--- src/design/ame_pkg.sv ---
// Shared types and constants of the accumulator machine execute block.
package ame_pkg;

   localparam int ADDR_W = 12;
   localparam int IDX_W  = 13;
   localparam int DATA_W = 32;
   localparam int QUEUE_DEPTH = 2;

   // Opcodes as they arrive on the request channel
   localparam logic [3:0] OP_INP   = 4'd0;
   localparam logic [3:0] OP_MOV   = 4'd1;
   localparam logic [3:0] OP_OUT   = 4'd2;
   localparam logic [3:0] OP_ADD   = 4'd3;
   localparam logic [3:0] OP_SUB   = 4'd4;
   localparam logic [3:0] OP_BRA   = 4'd5;
   localparam logic [3:0] OP_BEZ   = 4'd6;
   localparam logic [3:0] OP_BGZ   = 4'd7;
   localparam logic [3:0] OP_BLZ   = 4'd8;
   localparam logic [3:0] OP_HLT   = 4'd9;
   localparam logic [3:0] OP_LABEL = 4'd10;

   localparam logic [1:0] SK_IMM = 2'd0;
   localparam logic [1:0] SK_ACC = 2'd1;
   localparam logic [1:0] SK_MEM = 2'd2;

   typedef enum logic [3:0] {
      CLS_MOV,
      CLS_OUT,
      CLS_ADD,
      CLS_SUB,
      CLS_BRA,
      CLS_BEZ,
      CLS_BGZ,
      CLS_BLZ,
      CLS_HLT,
      CLS_NOP
   } op_class_type;

   typedef enum logic [1:0] {
      SRC_IMM,
      SRC_ACC,
      SRC_MEM
   } src_sel_type;

   typedef enum logic [1:0] {
      FAULT_NONE  = 2'd0,
      FAULT_LABEL = 2'd1,
      FAULT_ADDR  = 2'd2
   } fault_type;

   typedef struct packed {
      op_class_type        cls;
      src_sel_type         src;
      logic [DATA_W-1:0]   imm;
      logic                dst_mem;
      logic [ADDR_W-1:0]   rd_addr;
      logic [ADDR_W-1:0]   wr_addr;
      logic                addr_fault;
      logic [ADDR_W-1:0]   target;
      logic                known;
   } dec_type;

endpackage

--- src/design/ame_front.sv ---
// Front end: accepts request items, classifies them and checks addresses.
module ame_front
   import ame_pkg::*;
#(
   parameter int MEM_WORDS = 1024
) (
   input  logic                clock,
   input  logic                reset,
   input  logic                req_valid,
   output logic                req_ready,
   input  logic [3:0]          req_op,
   input  logic [1:0]          req_src_kind,
   input  logic signed [31:0]  req_src_value,
   input  logic                req_dest_kind,
   input  logic [11:0]         req_dest_addr,
   input  logic [11:0]         req_branch_target,
   input  logic                req_target_known,
   input  logic signed [31:0]  req_input_value,
   input  logic                blocked,
   output logic                push_valid,
   output dec_type             push_data,
   input  logic                push_ready
);

   logic    fv_ff, fv_in;
   dec_type fd_ff, dec;
   logic    uses_src, src_oob, dst_oob;

   always_comb begin
      dec          = '0;
      dec.cls      = CLS_NOP;
      dec.src      = SRC_IMM;
      dec.imm      = req_src_value;
      dec.dst_mem  = 1'b0;
      dec.rd_addr  = req_src_value[ADDR_W-1:0];
      dec.wr_addr  = req_dest_addr;
      dec.target   = req_branch_target;
      dec.known    = req_target_known;
      uses_src     = 1'b0;
      unique case (req_op)
         OP_INP: begin
            // load of the user value: a move of an immediate into the accumulator
            dec.cls = CLS_MOV;
            dec.imm = req_input_value;
         end
         OP_MOV: begin
            dec.cls     = CLS_MOV;
            dec.dst_mem = req_dest_kind;
            uses_src    = 1'b1;
         end
         OP_OUT: begin
            dec.cls  = CLS_OUT;
            uses_src = 1'b1;
         end
         OP_ADD: begin
            dec.cls  = CLS_ADD;
            uses_src = 1'b1;
         end
         OP_SUB: begin
            dec.cls  = CLS_SUB;
            uses_src = 1'b1;
         end
         OP_BRA:  dec.cls = CLS_BRA;
         OP_BEZ:  dec.cls = CLS_BEZ;
         OP_BGZ:  dec.cls = CLS_BGZ;
         OP_BLZ:  dec.cls = CLS_BLZ;
         OP_HLT:  dec.cls = CLS_HLT;
         default: dec.cls = CLS_NOP;
      endcase
      if (uses_src) begin
         case (req_src_kind)
            SK_ACC:  dec.src = SRC_ACC;
            SK_MEM:  dec.src = SRC_MEM;
            default: dec.src = SRC_IMM;
         endcase
      end
      src_oob = (dec.src == SRC_MEM) &&
                ($unsigned(req_src_value) >= DATA_W'(MEM_WORDS));
      dst_oob = dec.dst_mem && ({1'b0, req_dest_addr} >= IDX_W'(MEM_WORDS));
      dec.addr_fault = src_oob || dst_oob;
   end

   assign req_ready  = !blocked && (!fv_ff || push_ready);
   assign push_valid = fv_ff;
   assign push_data  = fd_ff;

   always_comb begin
      fv_in = fv_ff;
      if (push_valid && push_ready) begin
         fv_in = 1'b0;
      end
      if (req_valid && req_ready) begin
         fv_in = 1'b1;
      end
   end

   always_ff @(posedge clock) begin
      if (reset) begin
         fv_ff <= 1'b0;
      end else begin
         fv_ff <= fv_in;
      end
   end

   always_ff @(posedge clock) begin
      if (req_valid && req_ready) begin
         fd_ff <= dec;
      end
   end

endmodule

--- config.mk ---
export PLATFORM = sky130hd
export DESIGN_NAME = ame_front
export DESIGN_NICKNAME = d
export VERILOG_FILES = /design/src/design/ame_pkg.sv /design/src/design/ame_front.sv
export SDC_FILE = /design/constraint.sdc
export NUM_CORES = 1
export LEC_CHECK = 0
export ABC_AREA = 1
export BUFFER_PORTS_ARGS = -buffer_cell sky130_fd_sc_hd__buf_2
export CAP_MARGIN = 15
export CORE_MARGIN = 2
export CORE_UTILIZATION = 41
export CTS_BUF_LIST = sky130_fd_sc_hd__clkbuf_8
export CTS_CLUSTER_SIZE = 40
export DETAILED_ROUTE_END_ITERATION = 10
export MAX_ROUTING_LAYER = met4
export PLACE_DENSITY = 0.79
export SLEW_MARGIN = 30
export SYNTH_ARGS = -nofsm -noshare
export SYNTH_HDL_FRONTEND = slang
export SYNTH_SLANG_ARGS = --single-unit
--- constraint.sdc ---
create_clock -name clock -period 7.3 [get_ports clock]
set_input_delay 1.46 -clock clock [delete_from_list [all_inputs] [get_ports clock]]
set_output_delay 1.46 -clock clock [all_outputs]
set_load 0.005 [all_outputs]
==> impl_metrics.ini <==
[outcome]
outcome = finished clean

[synth]
ys_ff_latch = 78
yosys_warnings = 0
ys_types = 21
synth.top_cell.area_share_pct = 73.9
synthCells = 234
synthTopCellsByArea = edfxtp_1, o21ai_2, nand2_1, inv_1, nor2_1
syn_area_per_cell_um2 = 13.4
syn_area_um2 = 3130
synth_top_area_cell = edfxtp_1
yosysSeqAreaShare_pct = 74.6
synth_nets = 335

[setup_path]
worstRegToRegCells = 4
startpoint_type = primary input
cp_max_fo = 3
crit_path_start = push_ready
endpoint = req_ready
rr_endpoint = push_data[44]
worstReg2RegStart = push_valid
critPathKind = in -> out
reg2reg_setup_slack_ns = 5.69
cp.arrival_ns = 2.03
cp-end-kind = output port
required_ns = 5.84

[global_route]
grt_pass1_wl_mm = 10.6
grt_max_degree = 79
grt_pass1_vias = 2321
grt_overflow_total = 0
track_usage_pct = 16.7
antenna_found_initial = 0

[die]
placeableCoreArea_um2 = 7330
dieArea_um2 = 8340
pin_count = 180
fp.dieH_um = 91.3
initial_core_util_pct = 42.7
die_w_um = 91.3
num_rows = 31

[sta]
rsz0062_at_grt = no
holdWs_ns = 0.646
max-slew-margin-rel_pct = 45.4
fin_ws_ns = 3.81
min_period_ns = 3.49
slew_violations = 0
setup_viol = 0
clock.fmax_mhz = 287
finalClockSkew_ns = 0.00882
hold_viol = 0
setup_tns_ns = 0
period_share_pct = 47.8
tightest_slew_ns = 0.819

[final_layout]
final_nets = 520
synthToLayoutAreaGrowth_pct = 37.7
num-fill-cells = 654
diodes = 0
drive_gt1_share_pct = 51.9
finish.utilization_pct = 58.8

[clock_network]
cts_setup_buffers = 0
ctsHoldBuffers = 0
clk_pin_slew_ns = 0.08
ctsRootBufferMaster = clkbuf_8
cts_tree = built
clock-sinks = 78
htree_levels = 3
clockBufferDepth = 2
clk_latency_ns = 0.34
cts_made_buffers = 9
cts_resized = 0

[run]
maxCapViolCount = 0

[power_and_ir_drop]
power_density_nw_per_um2 = 216
p_total_mw = 0.930
power_leakage_nw = 2.01
vdd_drop_max_mv = 0.115

[route]
drtIter0Drc = 88
wl_per_cell_um = 12.7
drc = 0
ant_nets = 0
post_drt_via_cell_ratio = 4.52
dr.pass1.iters = 4
wl_mm = 6.63
vias = 2363

[placed_design]
place_ws_ns = 3.82
io_buffers = 179
place.detailed.hpwl_mm = 4.97
place_congestion = 0.721

[min_path]
hp-class = reg -> reg
## cells in the mapped netlist (all sizes together)
library cell / number
a211oi: 1
a21oi: 5
and2: 1
buf: 6
dfxtp: 1
edfxtp: 77
inv: 40
nand2: 44
nand3: 3
nor2: 19
nor3: 3
nor3b: 1
o211ai: 1
o21ai: 31
o21bai: 1
## logic make-up (layout without fill, tap and decap cells)
family / count (synthesis) / after routing / share of synthesized area [%]
flops: 78 / 78 / 74.6
simple gates: 71 / 71 / 9.60
buf+inv: 46 / 236 / 6.72
compound gates: 39 / 39 / 9.12
## per-layer routing
| metal | share of wire (%) | vias up | global-route usage (%) | routed length [um] |
|---|---|---|---|---|
| met3 | 8.0 | 12 | 4.32 | 531 |
| met5 | 0 | - | - | 0 |
| met1 | 40 | 1079 | 18.8 | 2620 |
| met4 | 1.8 | 0 | 7.07 | 119 |
| met2 | 51 | 115 | 28.4 | 3360 |
| li1 | - | 1157 | - | - |
## worst max-delay path, stage by stage
cell and delay (ns):
buf_2 0.09, nor2_1 0.26, nor2_1 0.07, buf_2 0.13
## stage by stage
| stage | area [um^2] | std cells |
|---|---|---|
| after CTS | 4300 | 523 |
| after detailed placement | 4110 | 507 |
| after global routing | 4310 | 523 |
| after global placement | 4110 | 507 |
| after floorplan | 3130 | 234 |
| final | 4310 | 523 |
## where the power goes
part / internal [mW] / switching (mW)
registers: 0.517 / 0.00413
logic: 0.0435 / 0.0489
clock network: 0.158 / 0.158
## layout by cell type, fill, tap and decap left out
| master | instances |
|---|---|
| clkbuf_8 | 9 |
| edfxtp_1 | 77 |
| and2_1 | 1 |
| buf_6 | 1 |
| nor3_1 | 3 |
| nand3_1 | 2 |
| nor3b_4 | 1 |
| clkinv_4 | 1 |
| o21bai_1 | 1 |
| o21ai_1 | 10 |
| clkinvlp_4 | 3 |
| a21oi_2 | 2 |
| nand3_4 | 1 |
| o21ai_0 | 1 |
| inv_1 | 41 |
| dfxtp_1 | 1 |
| nand2_1 | 44 |
| a211oi_1 | 1 |
| nor2_4 | 1 |
| bufinv_16 | 1 |
| nor2_1 | 18 |
| o211ai_1 | 1 |
| inv_6 | 1 |
| buf_2 | 179 |
| o21ai_2 | 20 |
| a21oi_1 | 3 |
## sequential cells by signal, summed over array words and instances, names as in the netlist
signal and cells:
push_data 77, push_valid 1
## worst min path at each step
| stage | to | startpoint | cells past startpoint | slack (ns) |
|---|---|---|---|---|
| finish | push_valid | push_valid | 4 | 0.65 |
| global placement | push_valid | push_valid | 4 | 0.62 |
| global route | push_valid | push_valid | 4 | 0.70 |
| detailed placement | push_valid | push_valid | 4 | 0.63 |
| CTS | push_valid | push_valid | 4 | 0.65 |
| floorplan | push_valid | push_valid | 4 | 0.60 |
## layout make-up
| cell class | count | area (um^2) | share of cell area, % |
|---|---|---|---|
| multi-input cells | 110 | 597 | 13.9 |
| clock buffers | 9 | 124 | 2.88 |
| flip-flops and latches | 78 | 2330 | 54.1 |
| well taps | 99 | 124 | 2.88 |
| repair buffers | 180 | 907 | 21.1 |
| inverters | 40 | 150 | 3.49 |
| clock inverters | 7 | 73.8 | 1.71 |
Power figures use the tool's default switching activity.
