==> config.mk <==
export PLATFORM = sky130hd
export DESIGN_NAME = ame_queue
export DESIGN_NICKNAME = d
export VERILOG_FILES = /design/src/design/ame_pkg.sv /design/src/design/ame_queue.sv
export SDC_FILE = /design/constraint.sdc
export NUM_CORES = 1
export LEC_CHECK = 0
export BUFFER_PORTS_ARGS = -buffer_cell sky130_fd_sc_hd__clkbuf_2
export CORE_AREA = 2 2 112 114
export DETAILED_ROUTE_END_ITERATION = 6
export DIE_AREA = 0 0 114 116
export PLACE_DENSITY = 0.78
export RECOVER_POWER = 25
export SLEW_MARGIN = 20
export SYNTH_ARGS = -nofsm -noshare
export SYNTH_HDL_FRONTEND = slang
export SYNTH_SLANG_ARGS = --single-unit
==> constraint.sdc <==
create_clock -name clock -period 7.3 [get_ports clock]
set_clock_uncertainty 0.15 [all_clocks]
set_input_delay 0.73 -clock clock [delete_from_list [all_inputs] [get_ports clock]]
set_output_delay 0.73 -clock clock [all_outputs]
set_load 0.02 [all_outputs]
==> src/design/ame_pkg.sv <==
// Shared types and constants of the accumulator machine execute block.
package ame_pkg;

   localparam int ADDR_W = 12;
   localparam int IDX_W  = 13;
   localparam int DATA_W = 32;
   localparam int QUEUE_DEPTH = 2;

   // Opcodes as they arrive on the request channel
   localparam logic [3:0] OP_INP   = 4'd0;
   localparam logic [3:0] OP_MOV   = 4'd1;
   localparam logic [3:0] OP_OUT   = 4'd2;
   localparam logic [3:0] OP_ADD   = 4'd3;
   localparam logic [3:0] OP_SUB   = 4'd4;
   localparam logic [3:0] OP_BRA   = 4'd5;
   localparam logic [3:0] OP_BEZ   = 4'd6;
   localparam logic [3:0] OP_BGZ   = 4'd7;
   localparam logic [3:0] OP_BLZ   = 4'd8;
   localparam logic [3:0] OP_HLT   = 4'd9;
   localparam logic [3:0] OP_LABEL = 4'd10;

   localparam logic [1:0] SK_IMM = 2'd0;
   localparam logic [1:0] SK_ACC = 2'd1;
   localparam logic [1:0] SK_MEM = 2'd2;

   typedef enum logic [3:0] {
      CLS_MOV,
      CLS_OUT,
      CLS_ADD,
      CLS_SUB,
      CLS_BRA,
      CLS_BEZ,
      CLS_BGZ,
      CLS_BLZ,
      CLS_HLT,
      CLS_NOP
   } op_class_type;

   typedef enum logic [1:0] {
      SRC_IMM,
      SRC_ACC,
      SRC_MEM
   } src_sel_type;

   typedef enum logic [1:0] {
      FAULT_NONE  = 2'd0,
      FAULT_LABEL = 2'd1,
      FAULT_ADDR  = 2'd2
   } fault_type;

   typedef struct packed {
      op_class_type        cls;
      src_sel_type         src;
      logic [DATA_W-1:0]   imm;
      logic                dst_mem;
      logic [ADDR_W-1:0]   rd_addr;
      logic [ADDR_W-1:0]   wr_addr;
      logic                addr_fault;
      logic [ADDR_W-1:0]   target;
      logic                known;
   } dec_type;

endpackage

==> src/design/ame_queue.sv <==
// Two-entry queue of classified items between front and back.
module ame_queue
   import ame_pkg::*;
(
   input  logic    clock,
   input  logic    reset,
   input  logic    push_valid,
   input  dec_type push_data,
   output logic    push_ready,
   output logic    pop_valid,
   output dec_type pop_data,
   input  logic    pop
);

   localparam int PTR_W = $clog2(QUEUE_DEPTH);
   localparam int CNT_W = $clog2(QUEUE_DEPTH + 1);

   dec_type            q_ff [QUEUE_DEPTH];
   logic [PTR_W-1:0]   wr_ptr_ff, rd_ptr_ff;
   logic [CNT_W-1:0]   count_ff, count_in;
   logic               do_push, do_pop;

   assign push_ready = (count_ff != CNT_W'(QUEUE_DEPTH));
   assign pop_valid  = (count_ff != '0);
   assign pop_data   = q_ff[rd_ptr_ff];
   assign do_push    = push_valid && push_ready;
   assign do_pop     = pop && pop_valid;

   always_comb begin
      count_in = count_ff;
      if (do_push && !do_pop) begin
         count_in = count_ff + 1'b1;
      end else if (do_pop && !do_push) begin
         count_in = count_ff - 1'b1;
      end
   end

   always_ff @(posedge clock) begin
      if (reset) begin
         wr_ptr_ff <= '0;
         rd_ptr_ff <= '0;
         count_ff  <= '0;
      end else begin
         count_ff <= count_in;
         if (do_push) begin
            wr_ptr_ff <= (wr_ptr_ff == PTR_W'(QUEUE_DEPTH - 1)) ? '0 : wr_ptr_ff + 1'b1;
         end
         if (do_pop) begin
            rd_ptr_ff <= (rd_ptr_ff == PTR_W'(QUEUE_DEPTH - 1)) ? '0 : rd_ptr_ff + 1'b1;
         end
      end
   end

   always_ff @(posedge clock) begin
      if (do_push) begin
         q_ff[wr_ptr_ff] <= push_data;
      end
   end

endmodule

==> run summary, run 1 <==
The overall routing resource usage is 0.1544. The total negative slack for setup checks was 0 ns; the count of routing violations after the opening detailed-route iteration was 139. The flip-flop cell with the highest count after synthesis is sky130_fd_sc_hd__edfxtp_1. The H-tree generated during clock tree synthesis spans 4 levels.

The synthesized netlist occupies a cell area of 5914 sq um. For the pin with the worst max-slew slack, the measured transition is 1.065 ns. TritonCTS built the clock tree.

In this run the critical register-to-register path is captured at q_ff[0][56]$_DFFE_PP_. The cell count after synthesis came out at 264. The routed layout has 2,950 vias. The total power per unit cell area was 363.2 nW/um^2; the power consumption was 2.653 mW. The routed wire length per instance was 16.25 um; the number of antenna violations at the first check in global routing was 0. The flow ran to the end, and the final reports show no timing, DRC or antenna violations. The run gives 0 as the number of max-slew violations in the final report. Summed over all layers, the global routing overflow is 0. IR analysis of the VDD net gives a maximum drop of 0.0002232 V. Number of instances on the worst hold path: 1. The largest net degree at the start of global routing is 78, and the post-synthesis net count is 346.

The fraction of layout instances using a drive strength above 1 came out at 0.5156. The kind of critical path is flip-flop to primary output. The share of flip-flops with an asynchronous set or reset after synthesis came out at 0. The number of max-capacitance violations reported was 0; the switching portion of total power was 0.2860.

At the later pin of the worst-skew pair, clock insertion delay measures 0.42 ns. The depth of the worst register-to-register path is 4, and the post-synthesis sequential element count is 159. Dividing the synthesized area by the synthesized cell count gives 22.40 sq um. The worst register-to-register path has a setup slack of 4.97 ns.

For the net switching component of the power, the log shows 0.7589 mW. During I/O placement, the number of pins put on the boundary was 160. The count of nets left with antenna violations once routing finished came out at 0.

The share of total power in sequential cells is 0.453. Starting density of the core: 0.4965. The layout net count came out at 517. STA classifies the critical path startpoint as a flip-flop. After clock tree synthesis, the repair step resized 0 gates. The biggest area contributor in the post-synthesis netlist is sky130_fd_sc_hd__edfxtp_1. Buffers added to address setup during post-CTS repair amount to 0.

The logs give 0 for the number of hold violations in the final report and 4 for the total iterations of the first detailed-routing run. Subtracting the final worst setup slack from the clock period gives 3.226 ns. Derived from the worst setup path, the maximum achievable clock frequency is 310.0 MHz.

In the routed design, unresolved DRC markers number 0. In this run the core area contains 40 standard-cell rows. The most frequently used cell type in the post-synthesis netlist was sky130_fd_sc_hd__edfxtp_1.

The run gives 2.744 nW as the leakage power total. Setup repair after global routing left no endpoint under its margin. The period utilization came out at 0.4419. Ranked by instance count, the synthesized netlist is headed by 154 x sky130_fd_sc_hd__edfxtp_1, 47 x sky130_fd_sc_hd__mux2_2, 30 x sky130_fd_sc_hd__mux2_4.

The longest clock path from root to sink contains 2 buffers. In this run, synthesis inferred 154 flip-flops with an integrated enable. The run gives 159 as the number of sinks handled by clock tree synthesis.

The die is 114 um wide. The worst-path maximum fanout is 41. The required time at the endpoint of the critical path is 6.42 ns.

After detailed routing, the number of vias per cell comes to 4.958. The combinational share of power is 0.258. After detailed routing, the total wire length is 9666 um. Setup violations remaining at the end of the flow were counted as 0.

The worst setup path is captured at a primary output. The part of the Yosys area used for sequential elements came out at 0.7988. Internal power comes to 1.894 mW. Number of buffers created by CTS: 17. The startpoint identified for the worst register-to-register timing path is count_ff[0]$_SDFFE_PP0P_. The clock transition at the registers of the reported paths is 0.06 ns, and the area of the die is 13,220 sq um. For this run, the number of Yosys warnings is 0. For the wire length of the first global-routing pass, the log shows 14,710 um. Data arrives at the worst endpoint at 2.35 ns. The tools report the last element of the critical path as pop_data[20]. The routability congestion estimate is 0.7258. The run gives 0.288 as the fraction of power consumed by the clock network. In this run the tool buffered the top-level ports with 159 buffer cells.

From bottom edge to top edge, the die measures 116 um. The diode insertion count for antenna repair came out at 0. The run gives 20 as the unique cell type count in the Yosys netlist. Yosys attributes the largest share of cell area to sky130_fd_sc_hd__edfxtp_1 78%, sky130_fd_sc_hd__mux2_2 8.9%, sky130_fd_sc_hd__mux2_4 7.6%.

The run gives 2,948 as the number of global-route vias before repair. The clock root buffer is sky130_fd_sc_hd__clkbuf_16. Type of the tightest min-delay check: input pin to flip-flop.

Relative to the synthesized area, the layout overhead comes to 23.50%. The logs give 6484 um for the half-perimeter wire length after placement and 0 for the hold buffer count at CTS. The headroom to the max-slew limit is 0.2902. The area of the core is 11,910 sq um.

Portion of synthesized cell area occupied by the leading cell type: 0.7819.
## routing by layer
| metal | GRT usage | wire length (um) | up-vias |
|---|---|---|---|
| li1 | - | - | 1388 |
| met1 | 0.1856 | 4020 | 1426 |
| met2 | 0.2425 | 4799 | 121 |
| met3 | 0.06433 | 660 | 15 |
| met4 | 0.07642 | 186 | 0 |
| met5 | 0 | 0 | - |
## final cells by class
| class | instances | area, sq um |
|---|---|---|
| sequential | 159 | 4728 |
| fill | 883 | 4607 |
| multi-input combinational | 95 | 1104 |
| timing repair buffer | 161 | 770.7 |
| clock buffer | 20 | 436.7 |
| tap | 147 | 183.9 |
| clock inverter | 12 | 76.32 |
| inverter | 1 | 5.005 |
## metrics by stage
stage | hold slack (ns) | setup slack [ns] | utilization | area, sq um | instances
2_1_floorplan | 0.3205 | 4.128 | - | 5914 | 264
5_1_grt | 0.3282 | 3.939 | 0.6132 | 7305 | 595
6_report | 0.3489 | 4.074 | 0.6132 | 7305 | 595
3_5_place_dp | 0.3439 | 4.505 | 0.5735 | 6832 | 563
4_1_cts | 0.3249 | 4.035 | 0.6166 | 7345 | 595
3_3_place_gp | 0.3377 | 4.534 | 0.5735 | 6832 | 563
## worst min path at each step
stage                             start                       end  slack [ns]
5_1_grt                   push_data[75]     q_ff[0][75]$_DFFE_PP_        0.33
2_1_floorplan  count_ff[1]$_SDFFE_PP0P_  count_ff[1]$_SDFFE_PP0P_        0.32
3_3_place_gp     rd_ptr_ff$_SDFFE_PP0P_    rd_ptr_ff$_SDFFE_PP0P_        0.34
6_report                  push_data[12]     q_ff[0][12]$_DFFE_PP_        0.35
3_5_place_dp     rd_ptr_ff$_SDFFE_PP0P_    rd_ptr_ff$_SDFFE_PP0P_        0.34
4_1_cts                   push_data[14]     q_ff[1][14]$_DFFE_PP_        0.32
## power groups by stage
stage          registers (mW)  clock network [mW]  logic, mW
2_1_floorplan            1.19                   0      0.546
3_3_place_gp             1.22                   0      0.689
3_5_place_dp             1.22                   0      0.696
4_1_cts                  1.21               0.783      0.697
5_1_grt                  1.22               0.826      0.736
6_report                 1.20               0.765      0.686
## critical path: stages (launching register included)
cell	delay, ns
sky130_fd_sc_hd__dfxtp_4	0.66
sky130_fd_sc_hd__buf_4	0.63
sky130_fd_sc_hd__mux2_2	0.41
sky130_fd_sc_hd__clkbuf_2	0.16
## cells by family after synthesis
group,synth area share
mux,0.1656
fa+ha+maj,0.002115
buf+inv,0.01544
xor+xnor,0.004443
compound gates,0.005077
flops,0.7988
simple gates,0.008466
## cells in the final DEF, fill, tap and decap left out, drive strengths merged
master / instances
clkbuf: 179
edfxtp: 154
mux2: 77
clkinv: 11
dfxtp: 5
xor2: 3
nor2: 3
o21ai: 2
a21oi: 2
buf: 2
nand2b: 1
and2: 1
or2: 1
and3: 1
nand3b: 1
a21bo: 1
or3: 1
ha: 1
bufinv: 1
clkinvlp: 1
## flip-flops by register name, indices dropped and copies added (netlist names), named ones only
name,flops
q_ff,154
count_ff,2
rd_ptr_ff,1
wr_ptr_ff,1
No activity file was read; power rests on OpenSTA's default activity.
==> inputs of run 2 (changes only) <==
- CORE_AREA: 2 2 112 114 -> 2 2 116 118
- DIE_AREA: 0 0 114 116 -> 0 0 118 120
- PLACE_DENSITY: 0.78 -> 0.76
- clock period: 7.3 -> 2.6 ns (I/O delays scaled with it)
==> run summary, run 2 (synthesized netlist as in run 1, its figures left out) <==
Setup repair after global routing left no endpoint under its margin. The count of nets left with antenna violations after detail routing was 0 (unchanged); the count of routing violations after the opening detailed-route iteration was 166 (+19%). The via-per-instance ratio came out at 4.709 (-5.0%). Switching portion of total power: 0.2747 (-0.01131). The height of the die came out at 120 um (+3.4%). The logs give 0 (unchanged) for the final count of negative-setup-slack endpoints and 0.73 ns (-4.24 ns) for the reg-to-reg setup timing slack. The fmax was 427.7 MHz.

In this run the critical register-to-register path is launched from count_ff[0]$_SDFFE_PP0P_. The width of the chip works out to 118 um (+3.5%). The tools report the combinational share of power as 0.261 (+0.003).

The headroom to the max-slew limit was 0.7109 (+0.4207). The library cell used most frequently in the layout, excluding fill and tap cells, is sky130_fd_sc_hd__edfxtp_1. For the overall routed net length, the log shows 11,400 um (+18%).

For the overall overflow remaining after global route, the log shows 0 (unchanged). The path with the worst hold slack has its endpoint at wr_ptr_ff$_SDFFE_PP0P_. The fraction of layout instances using a drive strength above 1 was 0.4518 (-0.06383); the internal power of the cells was 5.937 mW (+210%). Starting density of the core: 0.4557 (-0.04088). The top-level I/O count was 160 (unchanged); the vias after detailed routing was 3,320 (+13%). The tools report the number of antenna violations at the first check in global routing as 0 (unchanged). The fill cell total of the finished layout is 924 (+4.6%). The tools report the overall routing resource usage as 0.1679 (+0.01353). The run gives 6865 um (+5.9%) as the half-perimeter wire length after placement.

The largest registers in the layout are q_ff x154, count_ff x2. The leakage power total is 3.145 nW (+15%), and the period utilization is 0.8992. The logs give 47 (-40%) for the largest net degree at the start of global routing and 0 (unchanged) for the number of gates resized after CTS. The number of max-capacitance violations reported is 0 (unchanged), and the routability congestion estimate is 0.7127 (-1.8%). The clock latency of the later-clocked register in the worst-skew pair was 0.42 ns (about the same); the number of max-slew violations in the final report was 0 (unchanged). The area of the core came out at 12,980 sq um (+9.0%). The run gives 42 (+5.0%) as the placement row count.

The worst setup path is of the flip-flop to primary output kind. For the power consumption, the log shows 8.186 mW (+210%). For the post-detailed-placement cell area, the log shows 6938 sq um (+1.6%). The fraction of power consumed by the clock network came out at 0.329 (+0.041). The net switching component of the power was 2.249 mW (+200%). The critical path goes through buf_4, mux2_2, clkbuf_2.

Clock tree synthesis selected as its root buffer the cell sky130_fd_sc_hd__clkbuf_16. Wire length of the first global-routing pass: 17,730 um (+21%). The tools report the number of hold violations in the final report as 0 (unchanged). Leaving out fill and tap cells, the most frequent cells in the layout are 154 x sky130_fd_sc_hd__edfxtp_1, 123 x sky130_fd_sc_hd__clkbuf_2, 78 x sky130_fd_sc_hd__dlygate4sd3_1. The cell with the biggest individual delay on the critical path was sky130_fd_sc_hd__dfxtp_4.

The run gives 599 (+16%) as the layout net count. The worst setup path is launched from a flip-flop. The share of total power in sequential cells came out at 0.410 (-0.043).

Top register by number of flip-flops: q_ff. The tools report the critical hold path startpoint as push_valid. Relative to the synthesized area, the layout overhead comes to 40.72%.

Reg-to-reg critical path endpoint: q_ff[0][74]$_DFFE_PP_. The number of global-route vias before repair came out at 3,669 (+24%). TritonCTS built the clock tree. The count of H-tree levels built during CTS is 4 (unchanged), and the total power per unit cell area is 983.6 nW/um^2 (+170%).

The min-delay analysis places its worst path in the category input pin to flip-flop. Peak supply drop: 0.0005624 V (+150%). The tools report the critical path endpoint category as a primary output. The routed wire length per instance came out at 16.16 um (-0.51%). Number of sinks handled by clock tree synthesis: 159 (unchanged). The number of instances on the worst hold path came out at 3 (+2). The run gives 1.93 ns (-0.42 ns) as the worst path arrival time. The total iterations of the first detailed-routing run was 4 (unchanged); the post-route standard cell area excluding fillers was 8323 sq um (+14%). The clock transition at the registers of the reported paths was 0.06 ns (about the same); the maximum number of buffers from clock root to sink was 2 (unchanged).

For the hold buffer count at CTS, the log shows 78 (+78). The flip-flop count of the largest register after layout came out at 154 (unchanged). The logs give 17 (unchanged) for the number of buffers created by CTS and 14,160 sq um (+7.1%) for the area of the die.

The slew at the pin closest to its max-slew limit is 0.4336 ns (-0.6310 ns), and the number of buffers inserted by post-CTS setup repair is 0 (unchanged). The logs give 0 (unchanged) for the number of design rule violations left after detail routing and 0 (unchanged) for the diode insertion count for antenna repair. The total negative slack for setup checks was 0 ns (unchanged); the number of port buffers was 159 (unchanged). The depth of the worst register-to-register path came out at 4 (unchanged). The worst-path maximum fanout is 27 (-34%).

The final critical delay including setup and external delays was 2.338 ns; the required time at the endpoint of the critical path was 2.19 ns (-4.23 ns). The run finished with clean final reports. The maximum single-stage delay on the critical path was 0.60 ns (-0.06 ns).
## run 2: worst max path at each step
stage | start | endpoint | slack, ns | depth (start not counted)
floorplan | count_ff[0]$_SDFFE_PP0P_ | q_ff[0][0]$_DFFE_PP_ | 0.11 | 3
global placement | flip-flop | pop_data[68] | 0.72 | 3
detailed placement | flip-flop | pop_data[61] | 0.67 | 3
CTS | flip-flop | pop_data[61] | 0.22 | 3
global route | flip-flop | pop_data[61] | 0.17 | 3
finish | flip-flop | pop_data[61] | 0.26 | 3
## run 2: layout make-up
type	count	area, sq um	area share
inverter	1	7.507	0.0009020
clock inverter	12	216.5	0.02601
clock buffer	19	432.9	0.05201
multi-input combinational	95	1104	0.1326
timing repair buffer	243	1614	0.1939
sequential	159	4728	0.5681
tap	176	220.2	0.02646
## run 2: power by group through the flow
stage	combinational [mW]	clock (mW)	sequential, mW
5_1_grt	2.27	2.86	3.39
3_5_place_dp	2.06	0	3.41
3_3_place_gp	2.03	0	3.38
2_1_floorplan	1.54	0	3.32
4_1_cts	2.16	2.76	3.36
6_report	2.14	2.70	3.36
## run 2: stage by stage
| stage | util | instances | setup WS [ns] | hold slack (ns) |
|---|---|---|---|---|
| final | 0.6412 | 705 | 0.2620 | 0.06903 |
| after global routing | 0.6412 | 705 | 0.1661 | 0.06085 |
| after CTS | 0.6447 | 705 | 0.2191 | 0.02737 |
| after detailed placement | 0.5345 | 596 | 0.6730 | 0.3034 |
| after global placement | 0.5345 | 596 | 0.7182 | 0.2991 |
| after floorplan | - | 264 | 0.1105 | 0.1791 |
## run 2: critical path, delay by kind of cell, from the launching register on
kind	cells	cell delay, ns
flops	1	0.60
buf+inv	2	0.52
mux	1	0.39
## run 2: metal layers
layer  vias up  GRT usage  share of wire
li1       1550          -              -
met3        20    0.06036          0.054
met1      1642     0.1727           0.39
met2       108     0.3070           0.54
met5         -          0              0
met4         0    0.07304          0.019
